--- src/hw/rtl/afg_pkg.sv ---
// Shared types and constants of the audio frame queue with prefill gate.
package afg_pkg;

  localparam int SAMPLE_W     = 32;
  localparam int FREE_W       = 14;
  localparam int CFG_IDX_W    = 2;
  localparam int CFG_DATA_W   = 13;
  localparam int PREFILL_W    = 13;
  localparam int CHAN_W       = 2;
  localparam int QUEUE_DEPTH  = 2;

  localparam int FIFO_FRAMES_DEF  = 8192;
  localparam int MAX_CHANNELS_DEF = 2;
  localparam int SAMPLE_BITS_DEF  = 32;

  localparam logic [PREFILL_W-1:0] PREFILL_RST = PREFILL_W'(2048);
  localparam logic [CHAN_W-1:0]    CHAN_RST    = CHAN_W'(1);
  localparam logic [CHAN_W-1:0]    CHAN_STEREO = CHAN_W'(2);

  // register indexes
  localparam logic [CFG_IDX_W-1:0] CFG_ENABLE   = 2'd0;
  localparam logic [CFG_IDX_W-1:0] CFG_CHANNELS = 2'd1;
  localparam logic [CFG_IDX_W-1:0] CFG_PREFILL  = 2'd2;

  typedef enum logic {
    OP_PUSH = 1'b0,
    OP_PULL = 1'b1
  } afg_op_e;

  typedef struct packed {
    afg_op_e             op;
    logic [SAMPLE_W-1:0] left;
    logic [SAMPLE_W-1:0] right;
    logic                qstart;
  } cmd_t;

  typedef struct packed {
    logic valid;
    cmd_t cmd;
  } head_t;

  typedef struct packed {
    logic                 enable;
    logic [CHAN_W-1:0]    channels;
    logic [PREFILL_W-1:0] prefill;
  } cfg_t;

endpackage

--- src/hw/rtl/afg_ifs.sv ---
// Channel interfaces: input items, result items and register writes.
interface afg_in_if import afg_pkg::*; ();
  logic                valid;
  logic                ready;
  logic                op;
  logic [SAMPLE_W-1:0] sample_left;
  logic [SAMPLE_W-1:0] sample_right;
  logic                quantum_start;

  modport source (output valid, op, sample_left, sample_right, quantum_start, input ready);
  modport sink   (input valid, op, sample_left, sample_right, quantum_start, output ready);
endinterface


--- src/hw/rtl/afg_front.sv ---
// Front end: accepts input beats, decodes and masks them into a short command queue.
module afg_front import afg_pkg::*; #(
  parameter int SAMPLE_BITS = SAMPLE_BITS_DEF
) (
  input  logic      clk_i,
  input  logic      rst_ni,
  afg_in_if.sink    in_i,
  output head_t     head_o,
  input  logic      pop_i
);

  localparam int QPW = (QUEUE_DEPTH > 1) ? $clog2(QUEUE_DEPTH) : 1;
  localparam int QCW = $clog2(QUEUE_DEPTH + 1);
  localparam logic [SAMPLE_W-1:0] SAMPLE_MASK =
    SAMPLE_W'((64'd1 << SAMPLE_BITS) - 64'd1);

  cmd_t           entry_q [QUEUE_DEPTH];
  logic [QPW-1:0] wr_ptr_q, rd_ptr_q;
  logic [QCW-1:0] cnt_q;
  logic           push;
  cmd_t           cmd_in;

  assign in_i.ready = (cnt_q != QCW'(QUEUE_DEPTH));
  assign push       = in_i.valid && in_i.ready;

  always_comb begin
    cmd_in.op     = in_i.op ? OP_PULL : OP_PUSH;
    cmd_in.left   = in_i.sample_left & SAMPLE_MASK;
    cmd_in.right  = in_i.sample_right & SAMPLE_MASK;
    cmd_in.qstart = in_i.quantum_start;
  end

  assign head_o.valid = (cnt_q != '0);
  assign head_o.cmd   = entry_q[rd_ptr_q];

  function automatic logic [QPW-1:0] bump(input logic [QPW-1:0] p);
    return (p == QPW'(QUEUE_DEPTH - 1)) ? '0 : p + QPW'(1);
  endfunction

  always_ff @(posedge clk_i) begin
    if (push) begin
      entry_q[wr_ptr_q] <= cmd_in;
    end
  end

  always_ff @(posedge clk_i or negedge rst_ni) begin
    if (!rst_ni) begin
      wr_ptr_q <= '0;
      rd_ptr_q <= '0;
      cnt_q    <= '0;
    end else begin
      if (push) wr_ptr_q <= bump(wr_ptr_q);
      if (pop_i) rd_ptr_q <= bump(rd_ptr_q);
      if (push && !pop_i) begin
        cnt_q <= cnt_q + QCW'(1);
      end else if (pop_i && !push) begin
        cnt_q <= cnt_q - QCW'(1);
      end
    end
  end

endmodule

--- src/flat_wrapper.sv ---
// flat-port wrapper written by rule: the top's interface ports become plain ports
module afg_front_flat import afg_pkg::*;
#(
  parameter int SAMPLE_BITS = SAMPLE_BITS_DEF
)
  (clk_i, rst_ni, head_o, pop_i, in_i_valid, in_i_op, in_i_sample_left, in_i_sample_right, in_i_quantum_start, in_i_ready);
  afg_in_if in_i_i ();
  input  logic clk_i;
  input  logic rst_ni;
  output head_t head_o;
  input  logic pop_i;
  input wire logic [$bits(in_i_i.valid)-1:0] in_i_valid;
  input wire logic [$bits(in_i_i.op)-1:0] in_i_op;
  input wire logic [$bits(in_i_i.sample_left)-1:0] in_i_sample_left;
  input wire logic [$bits(in_i_i.sample_right)-1:0] in_i_sample_right;
  input wire logic [$bits(in_i_i.quantum_start)-1:0] in_i_quantum_start;
  output wire logic [$bits(in_i_i.ready)-1:0] in_i_ready;
  assign in_i_i.valid = in_i_valid;
  assign in_i_i.op = in_i_op;
  assign in_i_i.sample_left = in_i_sample_left;
  assign in_i_i.sample_right = in_i_sample_right;
  assign in_i_i.quantum_start = in_i_quantum_start;
  assign in_i_ready = in_i_i.ready;
  afg_front #(.SAMPLE_BITS(SAMPLE_BITS)) u_core (.clk_i(clk_i), .rst_ni(rst_ni), .in_i(in_i_i), .head_o(head_o), .pop_i(pop_i));
endmodule
--- config.mk ---
export PLATFORM = sky130hd
export DESIGN_NAME = afg_front_flat
export DESIGN_NICKNAME = d
export VERILOG_FILES = /design/src/hw/rtl/afg_pkg.sv /design/src/hw/rtl/afg_ifs.sv /design/src/hw/rtl/afg_front.sv /design/src/flat_wrapper.sv
export SDC_FILE = /design/constraint.sdc
export NUM_CORES = 1
export LEC_CHECK = 0
export ABC_AREA = 1
export BUFFER_PORTS_ARGS = -buffer_cell sky130_fd_sc_hd__buf_2
export CAP_MARGIN = 20
export CORE_UTILIZATION = 56
export DETAILED_ROUTE_END_ITERATION = 16
export PLACE_DENSITY = 0.84
export SYNTH_ARGS = -nofsm -noshare
export SYNTH_HDL_FRONTEND = slang
export SYNTH_SLANG_ARGS = --single-unit
--- constraint.sdc ---
create_clock -name clk_i -period 11.4 [get_ports clk_i]
set_clock_uncertainty 0.2 [all_clocks]
set_input_delay 2.28 -clock clk_i [delete_from_list [all_inputs] [get_ports clk_i]]
set_output_delay 2.28 -clock clk_i [all_outputs]
set_load 0.01 [all_outputs]
== Yosys cells after proc, flatten, opt, wreduce, memory -nomap -nowiden ==
Memories as Yosys holds them, arrays and structs flattened.
Index checks and enable logic that the tools add are counted.
Word-level totals
  register bits: 4
  bits in writable memories: 132
  input bits: 70
  output and inout port bits: 68
  logic and storage cells: 23
  memories kept: 1
Cells by class
  add/subtract/negate cells: 4
  equal/unequal tests: 1
  muxes and demuxes: 7
  reduce and logical (&&, ||, !) cells: 7
Memory list
  u_core.entry_q: depth 2, bits a word 66, read ports 1, clocked after memory_dff 0, wr ports 1, RTL line afg_front.sv:17  | cmd_t entry_q [QUEUE_DEPTH];
Operators with widths (count)
  $mux 1: 5
  $mux 2: 2
  $reduce_bool 2->1: 2
  $logic_and 1x1->1: 3
  $add 1x1->1 const B: 2
  $add 2x1->2 const B: 1
  $logic_not 1->1: 2
  $ne 2x2->1 const B: 1
  $sub 2x1->2 const B: 1

== Depth between registers and ports, before layout ==
Gate-level depths: netlist of the first run.
  depth in word-level cells: 6
  depth in mapped cells: 10
  mapped depth without buffers: 10

== Worst setup path after synthesis of the first run ==
Ideal clock, no wire load.
  path kind: in2reg
  start point: input in_i_valid
  end point: memory u_core.entry_q[0][0] (netlist bit) (enable)
  setup time: 490 ps
  arrival time: 5149 ps
  required time: 10710 ps
  slack: 5561 ps
  cell stages on the path: 2
  path buffers: 0
  path through: nand2_1 nor2_1
Between the ends
  word-level cells in the longest chain between the ends: 3
RTL lines
  start: declaration: RTL line flat_wrapper.sv:12  | input wire logic [$bits(in_i_i.valid)-1:0] in_i_valid;
  $logic_and 1x1->1: RTL line afg_front.sv:24  | assign push = in_i.valid && in_i.ready;
  $mux 1: RTL line afg_front.sv:41  | if (push) begin
  $mux 1 (implied by the code): RTL line afg_front.sv:42  | entry_q[wr_ptr_q] <= cmd_in;
  end: declaration: RTL line afg_front.sv:17
No other way between the ends.

==> summary.md, run 1 <==
| Metric | Value |
|---|---|
| CP Max Fanout | 67 |
| Unrepaired setup endpoints after global routing | false |
| DRT antenna net count | 0 |
| Die width | 97.3 µm |
| Critical Path AT | 2190 ps |
| Min-Delay Path Depth | 1 |
| Final global-route overflow total | 0 |
| Fin util | about three quarters |
| Final Wtd Congestion | 0.783 |
| # IOs | around 140 |
| CORE AREA | around 0.0088 mm² |
| Clock Pin Slew Worst Setup and Hold Paths | 50 ps |
| First-pass GRT wire length | 12700 µm |
| Max Cap Viol | 0 |
| Vias | 2559 |
| DRC | 0 |
| Drt initial violations | 118 |
| Layout area overhead | 27.0% |
| Fin crit period | 4670 ps |
| Post-CTS Hold Buffers | 0 |
| # port buffers | 137 |
| Outcome | complete, no violations |
| Number of buffers created by CTS | 17 |
| CP Data Required Time | between 8000 and 9000 ps |
| H-tree lvl count | 4 |
| Detailed-router iteration count before antenna repair | 4 |
| Vias per inst | a little over 5 |
| Synthesized net count | 302 |
| Gate Count Post-Synth | 231 |
| Post-CTS sizing | 0 |
| Setup TNS | 0 ps |
| Gr usage total | 18.0% |
| Clk Latency, worst-skew pair | 480 ps |
| Commonest non-fill, non-tap cell in the layout | buf_2 |
| Initial Util | roughly three fifths |
| Most frequent cells in the layout | buf_2, edfxtp_1, mux2_2 |
| Period utilisation layout | 41.0% |
| Nets | 453 |
| Peak supply drop | 0.000159 V |
| Postcts setup bufs | 0 |
| Share of post-route cells with drive strength above 1 | 59.7% |
| Slew HR | 30.2% |
| Core Rows | 34 |
| Worst hold-check path type | reg -> reg |
| Avg Inst Size Synth | 22.0 µm² |
| Die height | 97.3 µm |
| # fillers | 539 |
| Cell Pwr Density | 268 mW/mm² |
| Fmax | 0.214 GHz |
| Slew at the pin with the worst max-slew slack | 1050 ps |
| Static Leak | 0.00257 µW |
| Clk sinks | 136 |
| Syn. warnings | 0 |
| CP Capture Type | primary output |
| Startpoint type of the worst setup path | register |
| Clock root cell | clkbuf_8 |
| Die Area | 0.00947 mm² |
| HPWL Detailed | 5120 µm |
| Final wirelength | ~8300 µm |
| Final count of negative-setup-slack endpoints | 0 |
| Worst R2R Path Depth | 5 |
| Worst-case clock buffer depth | 2 |
| CTS tree | done |
| Register area share after synthesis | 79.9% |
| Pin count of the biggest net entering global routing | between 60 and 70 |
| Final hold vios | 0 |
| WS Path Type | reg -> out |
| Slew Viols, Final | 0 |
| Antenna cells | 0 |
| Cell Area, Synth | 0.00509 mm² |
| Drt wl/cell | 16.5 µm |
| Vias in the first global route | 2683 |
| Unique masters post-synth | 15 |
| Initial antenna violation count | 0 |
| Final Total Pwr | 1730 µW |
| Yosys reg bits | between 100 and 150 |
-- cells in the mapped netlist --
master | n | area share, %
buf_2 | 3 | 0.30
buf_4 | 1 | 0.15
buf_6 | 3 | 0.66
dfrtp_1 | 4 | 2.0
edfxtp_1 | 132 | 78
ha_1 | 1 | 0.25
inv_1 | 7 | 0.52
mux2_2 | 36 | 8.0
mux2_4 | 30 | 8.9
nand2_1 | 7 | 0.52
nand3_1 | 1 | 0.098
nand4_1 | 1 | 0.12
nor2_1 | 2 | 0.15
xnor2_1 | 1 | 0.17
xor2_1 | 2 | 0.34
-- report_power, final --
part           internal [µW]  switching [µW]  total, µW  leakage [µW]
logic                    235             204        439       0.00102
registers                686            81.5        767       0.00127
clock network            332             191        522      0.000277
-- kinds of logic after synthesis --
group / count (synthesis) / synth area share, %
DFF: 136 / 79.9
muxes: 66 / 16.8
buffers and inverters: 14 / 1.62
and+or+nand+nor: 11 / 0.886
xor gates and xnor gates: 3 / 0.517
adders and majority gates: 1 / 0.246
-- final timing paths --
path                                                  end  slack [ps]                         from
setup / recovery                               head_o[37]        6730  u_core.rd_ptr_q$_DFFE_PN0P_
hold / removal                u_core.cnt_q[0]$_DFFE_PN0P_         300  u_core.cnt_q[0]$_DFFE_PN0P_
setup reg to reg           u_core.entry_q[1][3]$_DFFE_PP_        9270  u_core.cnt_q[0]$_DFFE_PN0P_
hold reg to reg               u_core.cnt_q[0]$_DFFE_PN0P_         300  u_core.cnt_q[0]$_DFFE_PN0P_
max in group asynchronous     u_core.rd_ptr_q$_DFFE_PN0P_        9450                       rst_ni
min in group asynchronous     u_core.cnt_q[1]$_DFFE_PN0P_        1400                       rst_ni
-- worst max-delay path, cell delays in order, from the launching register on --
cell	delay, ps
dfrtp_4	1120
mux2_2	440
buf_2	140
-- sequential cells by signal, indices dropped and copies added (netlist names) --
signal / flops
u_core.cnt_q: 2
u_core.entry_q: 132
u_core.rd_ptr_q: 1
u_core.wr_ptr_q: 1
-- per-layer routing --
layer | share of wire [%] | global-route usage (%)
met3 | 7.5 | 7.05
met5 | 0 | 0
met2 | 51 | 29.3
met4 | 0.69 | 6.22
met1 | 41 | 22.1
-- per-stage QoR --
stage	hold slack, ps	instances	cell area, µm²	setup slack [ps]
2_1_floorplan	262	231	5090	5560
3_3_place_gp	276	471	5880	7210
3_5_place_dp	304	471	5880	7210
4_1_cts	304	503	6460	6670
5_1_grt	322	503	6460	6600
6_report	300	503	6460	6730
-- cell type report --
type / count / area, µm² / area share, %
Clock buffer: 19 / 422 / 6.53
Clock inverter: 13 / 154 / 2.38
Tap cell: 108 / 135 / 2.09
Multi-Input combinational cell: 81 / 955 / 14.8
Inverter: 7 / 26.3 / 0.407
Sequential cell: 136 / 4070 / 63.0
Timing Repair Buffer: 139 / 701 / 10.8
Note: power is estimated with default switching activity, not from simulation.
==> run 2, diff against run 1 <==
Settings changed: CORE_UTILIZATION 56 to 47, PLACE_DENSITY 0.84 to 0.76.
Clock period 11.4 ns to 4.2 ns, I/O delays scaled along.
==> run 2 against run 1 <==
Worst hold slack improved by 14 ps. Register-to-register slack worse by 7200 ps. Setup slack worse by 5800 ps. Sequential power grew to 2.7 times the previous value. Critical path type unchanged. Largest power group unchanged.
==> summary.md, run 2 (synthesis gave the netlist of run 1 again) <==
| Metric | Value |
|---|---|
| Top Registers | u_core.entry_q x132, u_core.cnt_q x2 |
| Int Power | around 3500 µW |
| Largest Register | u_core.entry_q |
| Outcome | complete, no violations |
| Worst Setup EP | head_o[53] |
| Final global-route overflow total | 0 |
| First-pass GRT wire length | 13000 µm |
| Drt initial violations | 122 |
| Clk Latency, worst-skew pair | 510 ps |
| Crit Reg-Reg Endpoint | u_core.entry_q[0][31]$_DFFE_PP_ |
| Detailed-router iteration count before antenna repair | 4 |
| Number of buffers created by CTS | 17 |
| Final Wtd Congestion | just under 0.7 |
| Vias | 2558 |
| # fillers | about 760 |
| Sequential power share | 43.0% |
| CP Capture Type | primary output |
| Clock root cell | clkbuf_8 |
| Share of post-route cells with drive strength above 1 | 59.8% |
| WS Path Type | reg -> out |
| DRC | 0 |
| # IOs | 138 |
| Core Rows | 37 |
| Cell Pwr Density | 735 mW/mm² |
| Antenna cells | 0 |
| Vias per inst | 4.81 |
| M1 GR Usage | ~18% |
| Initial Util | 48.8% |
| Setup TNS | 0 ps |
| Static Leak | 0.00259 µW |
| Initial antenna violation count | 0 |
| Worst hold margin | 314 ps |
| # port buffers | 137 |
| Pin count of the biggest net entering global routing | between 60 and 70 |
| Sw frac | 27.0% |
| Slew HR | about 30% |
| Slew Viols, Final | 0 |
| Die height | around 110 µm |
| Final instance area | 0.00658 mm² |
| Clk sinks | 136 |
| CTS tree | done |
| DRT antenna net count | 0 |
| Combinational share of power | 25.1% |
| CP Data Required Time | 3160 ps |
| Gr usage total | between 10% and 20% |
| Startpoint type of the worst setup path | register |
| Met3 global-route usage | 5.82% |
| Clock Pin Slew Worst Setup and Hold Paths | 60 ps |
| Layout area overhead | 29.3% |
| Clock Power Share | 31.9% |
| Cell Area, Placed | 0.00594 mm² |
| Largest register FFs | 132 |
| Critical Path AT | ~2300 ps |
| Die width | approximately 110 µm |
| Peak supply drop | roughly 0.00046 V |
| Fin crit period | 3290 ps |
| Switching Power | between 1000 and 1500 µW |
| Worst reg2reg startpoint | u_core.cnt_q[0]$_DFFE_PN0P_ |
| Worst hold-check path type | reg -> reg |
| Commonest non-fill, non-tap cell in the layout | buf_2 |
| Worst-case clock buffer depth | 2 |
| Die Area | 0.0112 mm² |
| Fmax | 0.304 GHz |
| CP Max Fanout | 67 |
| Worst R2R Path Depth | 5 |
| Final wirelength | 8530 µm |
| CORE AREA | 0.0104 mm² |
| H-tree lvl count | 4 |
| Nets | 454 |
| Final Total Pwr | between 4000 and 5000 µW |
| Vias in the first global route | 2717 |
| Max Cap Viol | 0 |
| Reg-to-reg slack, setup | 2070 ps |
| Unrepaired setup endpoints after global routing | false |
| Period utilisation layout | 78.3% |
| Slew at the pin with the worst max-slew slack | around 1100 ps |
| GRT met2 Usage | between 20% and 30% |
| GRT Max-Usage Layer | met2 |
| HPWL Detailed | 5220 µm |
| Crit path from | u_core.rd_ptr_q$_DFFE_PN0P_ |
| Final hold vios | 0 |
| Drt wl/cell | 16.0 µm |
| Final count of negative-setup-slack endpoints | 0 |
| Most frequent cells in the layout | buf_2, edfxtp_1, mux2_2 |
-- run 2: per-stage QoR --
stage | worst slack (ps) | std cells | util, %
floorplan | -199 | 231 | -
global placement | 1420 | 499 | 57.1
detailed placement | 1410 | 499 | 57.1
CTS | 845 | 532 | 63.1
global route | 792 | 532 | 63.1
finish | 910 | 532 | 63.1
-- run 2: area by class of cell --
class                           instances  area, µm²  area share, %
Sequential cell                       136       4070           61.8
Clock inverter                         14        205           3.12
Inverter                                7       26.3          0.399
Timing Repair Buffer                  140        736           11.2
Multi-Input combinational cell         81        955           14.5
Clock buffer                           18        418           6.35
Tap cell                              136        170           2.59
-- run 2: how the worst min path moves through the flow --
stage / endpoint / slack [ps] / from / depth (start not counted)
after CTS: u_core.entry_q[1][49]$_DFFE_PP_ / 280 / in_i_sample_left[16] / 1
after global placement: u_core.cnt_q[1]$_DFFE_PN0P_ / 280 / u_core.cnt_q[1]$_DFFE_PN0P_ / 2
after detailed placement: u_core.cnt_q[1]$_DFFE_PN0P_ / 300 / u_core.cnt_q[1]$_DFFE_PN0P_ / 2
after floorplan: u_core.cnt_q[1]$_DFFE_PN0P_ / 260 / u_core.cnt_q[1]$_DFFE_PN0P_ / 2
after global routing: u_core.entry_q[0][25]$_DFFE_PP_ / 290 / in_i_sample_right[24] / 1
final: u_core.cnt_q[1]$_DFFE_PN0P_ / 310 / u_core.cnt_q[1]$_DFFE_PN0P_ / 2
-- run 2: worst max-delay path, cell delays in order (launching register included) --
cell,delay (ps)
dfrtp_4,1110
mux2_2,430
buf_2,150
-- run 2: power groups by stage --
stage,Sequential (µW),Clock [µW],Combinational (µW)
final,2080,1540,1210
after global routing,2120,1630,1310
after CTS,2090,1580,1240
after detailed placement,2110,0,1230
after global placement,2090,0,1220
after floorplan,1970,0,931
-- run 2: routing by layer --
metal | up-vias | wire length [µm]
met5 | - | 0
met4 | 0 | 170
met3 | 14 | 532
met2 | 98 | 4370
met1 | 1241 | 3460
li1 | 1205 | -
-- run 2: repair_timing --
action | in CTS | in global routing
setup endpoints to repair | 0 | 0
setup buffers | 0 | 0
hold endpoints to repair | 4 | 0
hold buffers | 1 | 0
resized for setup | 0 | 0
==> run 3, diff against run 2 <==
Clock period 4.2 ns to 3 ns, I/O delays scaled along.
==> run 3 against run 2 <==
First-iteration DRC count decreased by 46%. Cell count increased by 0.75%. Clock power increased by 37%. Global-route usage decreased by 0.53 points. Critical endpoint is now head_o[52]. Highest routed layer unchanged. Core utilization increased by 0.072 points.
==> summary.md, run 3 (synthesis gave the netlist of run 1 again) <==
| Metric | Value |
|---|---|
| # IOs | between 100 and 150 |
| Pin count of the biggest net entering global routing | 43 |
| Antenna cells | 0 |
| # fillers | about 770 |
| Nets | ~460 |
| Unrepaired setup endpoints after global routing | false |
| Final cell count without fillers | about 540 |
| Post-CTS sizing | 0 |
| Crit path from | u_core.rd_ptr_q$_DFFE_PN0P_ |
| Final Wtd Congestion | 0.706 |
| CP Capture Type | primary output |
| Commonest non-fill, non-tap cell in the layout | buf_2 |
| Post-CTS Hold Buffers | 1 |
| Critical path, cell by cell | buf_4 -> mux2_2 -> buf_2 |
| Final Total Pwr | 6740 µW |
| Top Registers | u_core.entry_q x132, u_core.cnt_q x2 |
| HPWL Detailed | 5610 µm |
| CP Data Required Time | 2200 ps |
| CORE AREA | about 0.010 mm² |
| Critical Path AT | 1900 ps |
| Peak supply drop | ~0.00058 V |
| Buf/Inv on CP | 2 |
| Fin util | between 60 and 70% |
| Most frequent cells in the layout | buf_2, edfxtp_1, mux2_2 |
| Final global-route overflow total | 0 |
| Inst Count DP | 503 |
| Static Leak | 0.00261 µW |
| DRC | 0 |
| Worst hold-check path type | in -> reg |
| Drt wl/cell | 16.0 µm |
| Final wirelength | 8560 µm |
| First-pass GRT wire length | 12700 µm |
| Slowest-stage cell, CP | dfrtp_4 |
| Vias per inst | between 4 and 5 |
| CP delay by family, top | flip-flops |
| Setup TNS | 0 ps |
| Vias in the first global route | between 2000 and 3000 |
| CP peak stage delay | 530 ps |
| Initial antenna violation count | 0 |
| Clock root cell | clkbuf_8 |
| WS Path Type | reg -> out |
| Slew HR | 62.3% |
| Largest register FFs | 132 |
| Number of buffers created by CTS | 17 |
| DRT antenna net count | 0 |
| Clk sinks | between 100 and 150 |
| Clk Latency, worst-skew pair | approximately 500 ps |
| Slew Viols, Final | 0 |
| Die height | 106 µm |
| Drt initial violations | 66 |
| Slew at the pin with the worst max-slew slack | 566 ps |
| Worst-case clock buffer depth | 2 |
| Max Cap Viol | 0 |
| # port buffers | ~140 |
| Fmax | 0.371 GHz |
| Share of post-route cells with drive strength above 1 | 60.5% |
| Vias | between 2000 and 3000 |
| Layout area overhead | 29.5% |
| Clock Pin Slew Worst Setup and Hold Paths | 60 ps |
| Period utilisation layout | 89.9% |
| Final count of negative-setup-slack endpoints | 0 |
| Core Rows | 37 |
| Outcome | complete, no violations |
| Min-delay src | in_i_sample_left[16] |
| CTS tree | done |
| Detailed-router iteration count before antenna repair | 4 |
| H-tree lvl count | 4 |
| Cell Pwr Density | about 1000 mW/mm² |
| Startpoint type of the worst setup path | register |
| CP Max Fanout | 18 |
| Gr usage total | 15.5% |
| Fin crit period | 2700 ps |
| Worst reg2reg startpoint | u_core.cnt_q[0]$_DFFE_PN0P_ |
| Die width | 106 µm |
| Initial Util | 48.8% |
| Die Area | around 0.011 mm² |
| Final hold vios | 0 |
| Largest Register | u_core.entry_q |
| Postcts setup bufs | 0 |
-- run 3: report_power, final --
part	internal, µW	switching [µW]
clock	1360	756
combinational	920	964
sequential	2600	140
total	4880	1860
-- run 3: metrics by stage --
stage	worst slack, ps	hold slack [ps]	area (µm²)
floorplan	-69.2	104	5090
global route	239	63.1	6590
global placement	848	217	5960
finish	302	82.2	6590
CTS	274	56.7	6590
detailed placement	815	221	5960
-- run 3: worst paths after layout --
path                                                   endpoint  slack (ps)  cells after the start
worst max-delay path                                 head_o[52]         300                      3
worst min-delay path            u_core.entry_q[1][49]$_DFFE_PP_          80                      1
max in group asynchronous           u_core.rd_ptr_q$_DFFE_PN0P_        2200                      2
worst min register to register      u_core.cnt_q[0]$_DFFE_PN0P_         320                      1
worst max register to register  u_core.entry_q[0][26]$_DFFE_PP_        1050                      5
min in group asynchronous           u_core.cnt_q[0]$_DFFE_PN0P_         250                      2
-- run 3: cell type report --
type,instances,area [µm²],share of cell area [%]
Clock buffer,18,418,6.35
Clock inverter,14,195,2.96
Inverter,7,26.3,0.399
Multi-Input combinational cell,81,955,14.5
Sequential cell,136,4070,61.8
Tap cell,136,170,2.58
Timing Repair Buffer,144,753,11.4
-- run 3: metal layers --
metal	share of wire, %	track usage, %	routed length [µm]
met1	40	17.0	3440
met2	52	27.4	4490
met3	6.1	5.15	525
met4	1.2	7.14	103
met5	0	0	0
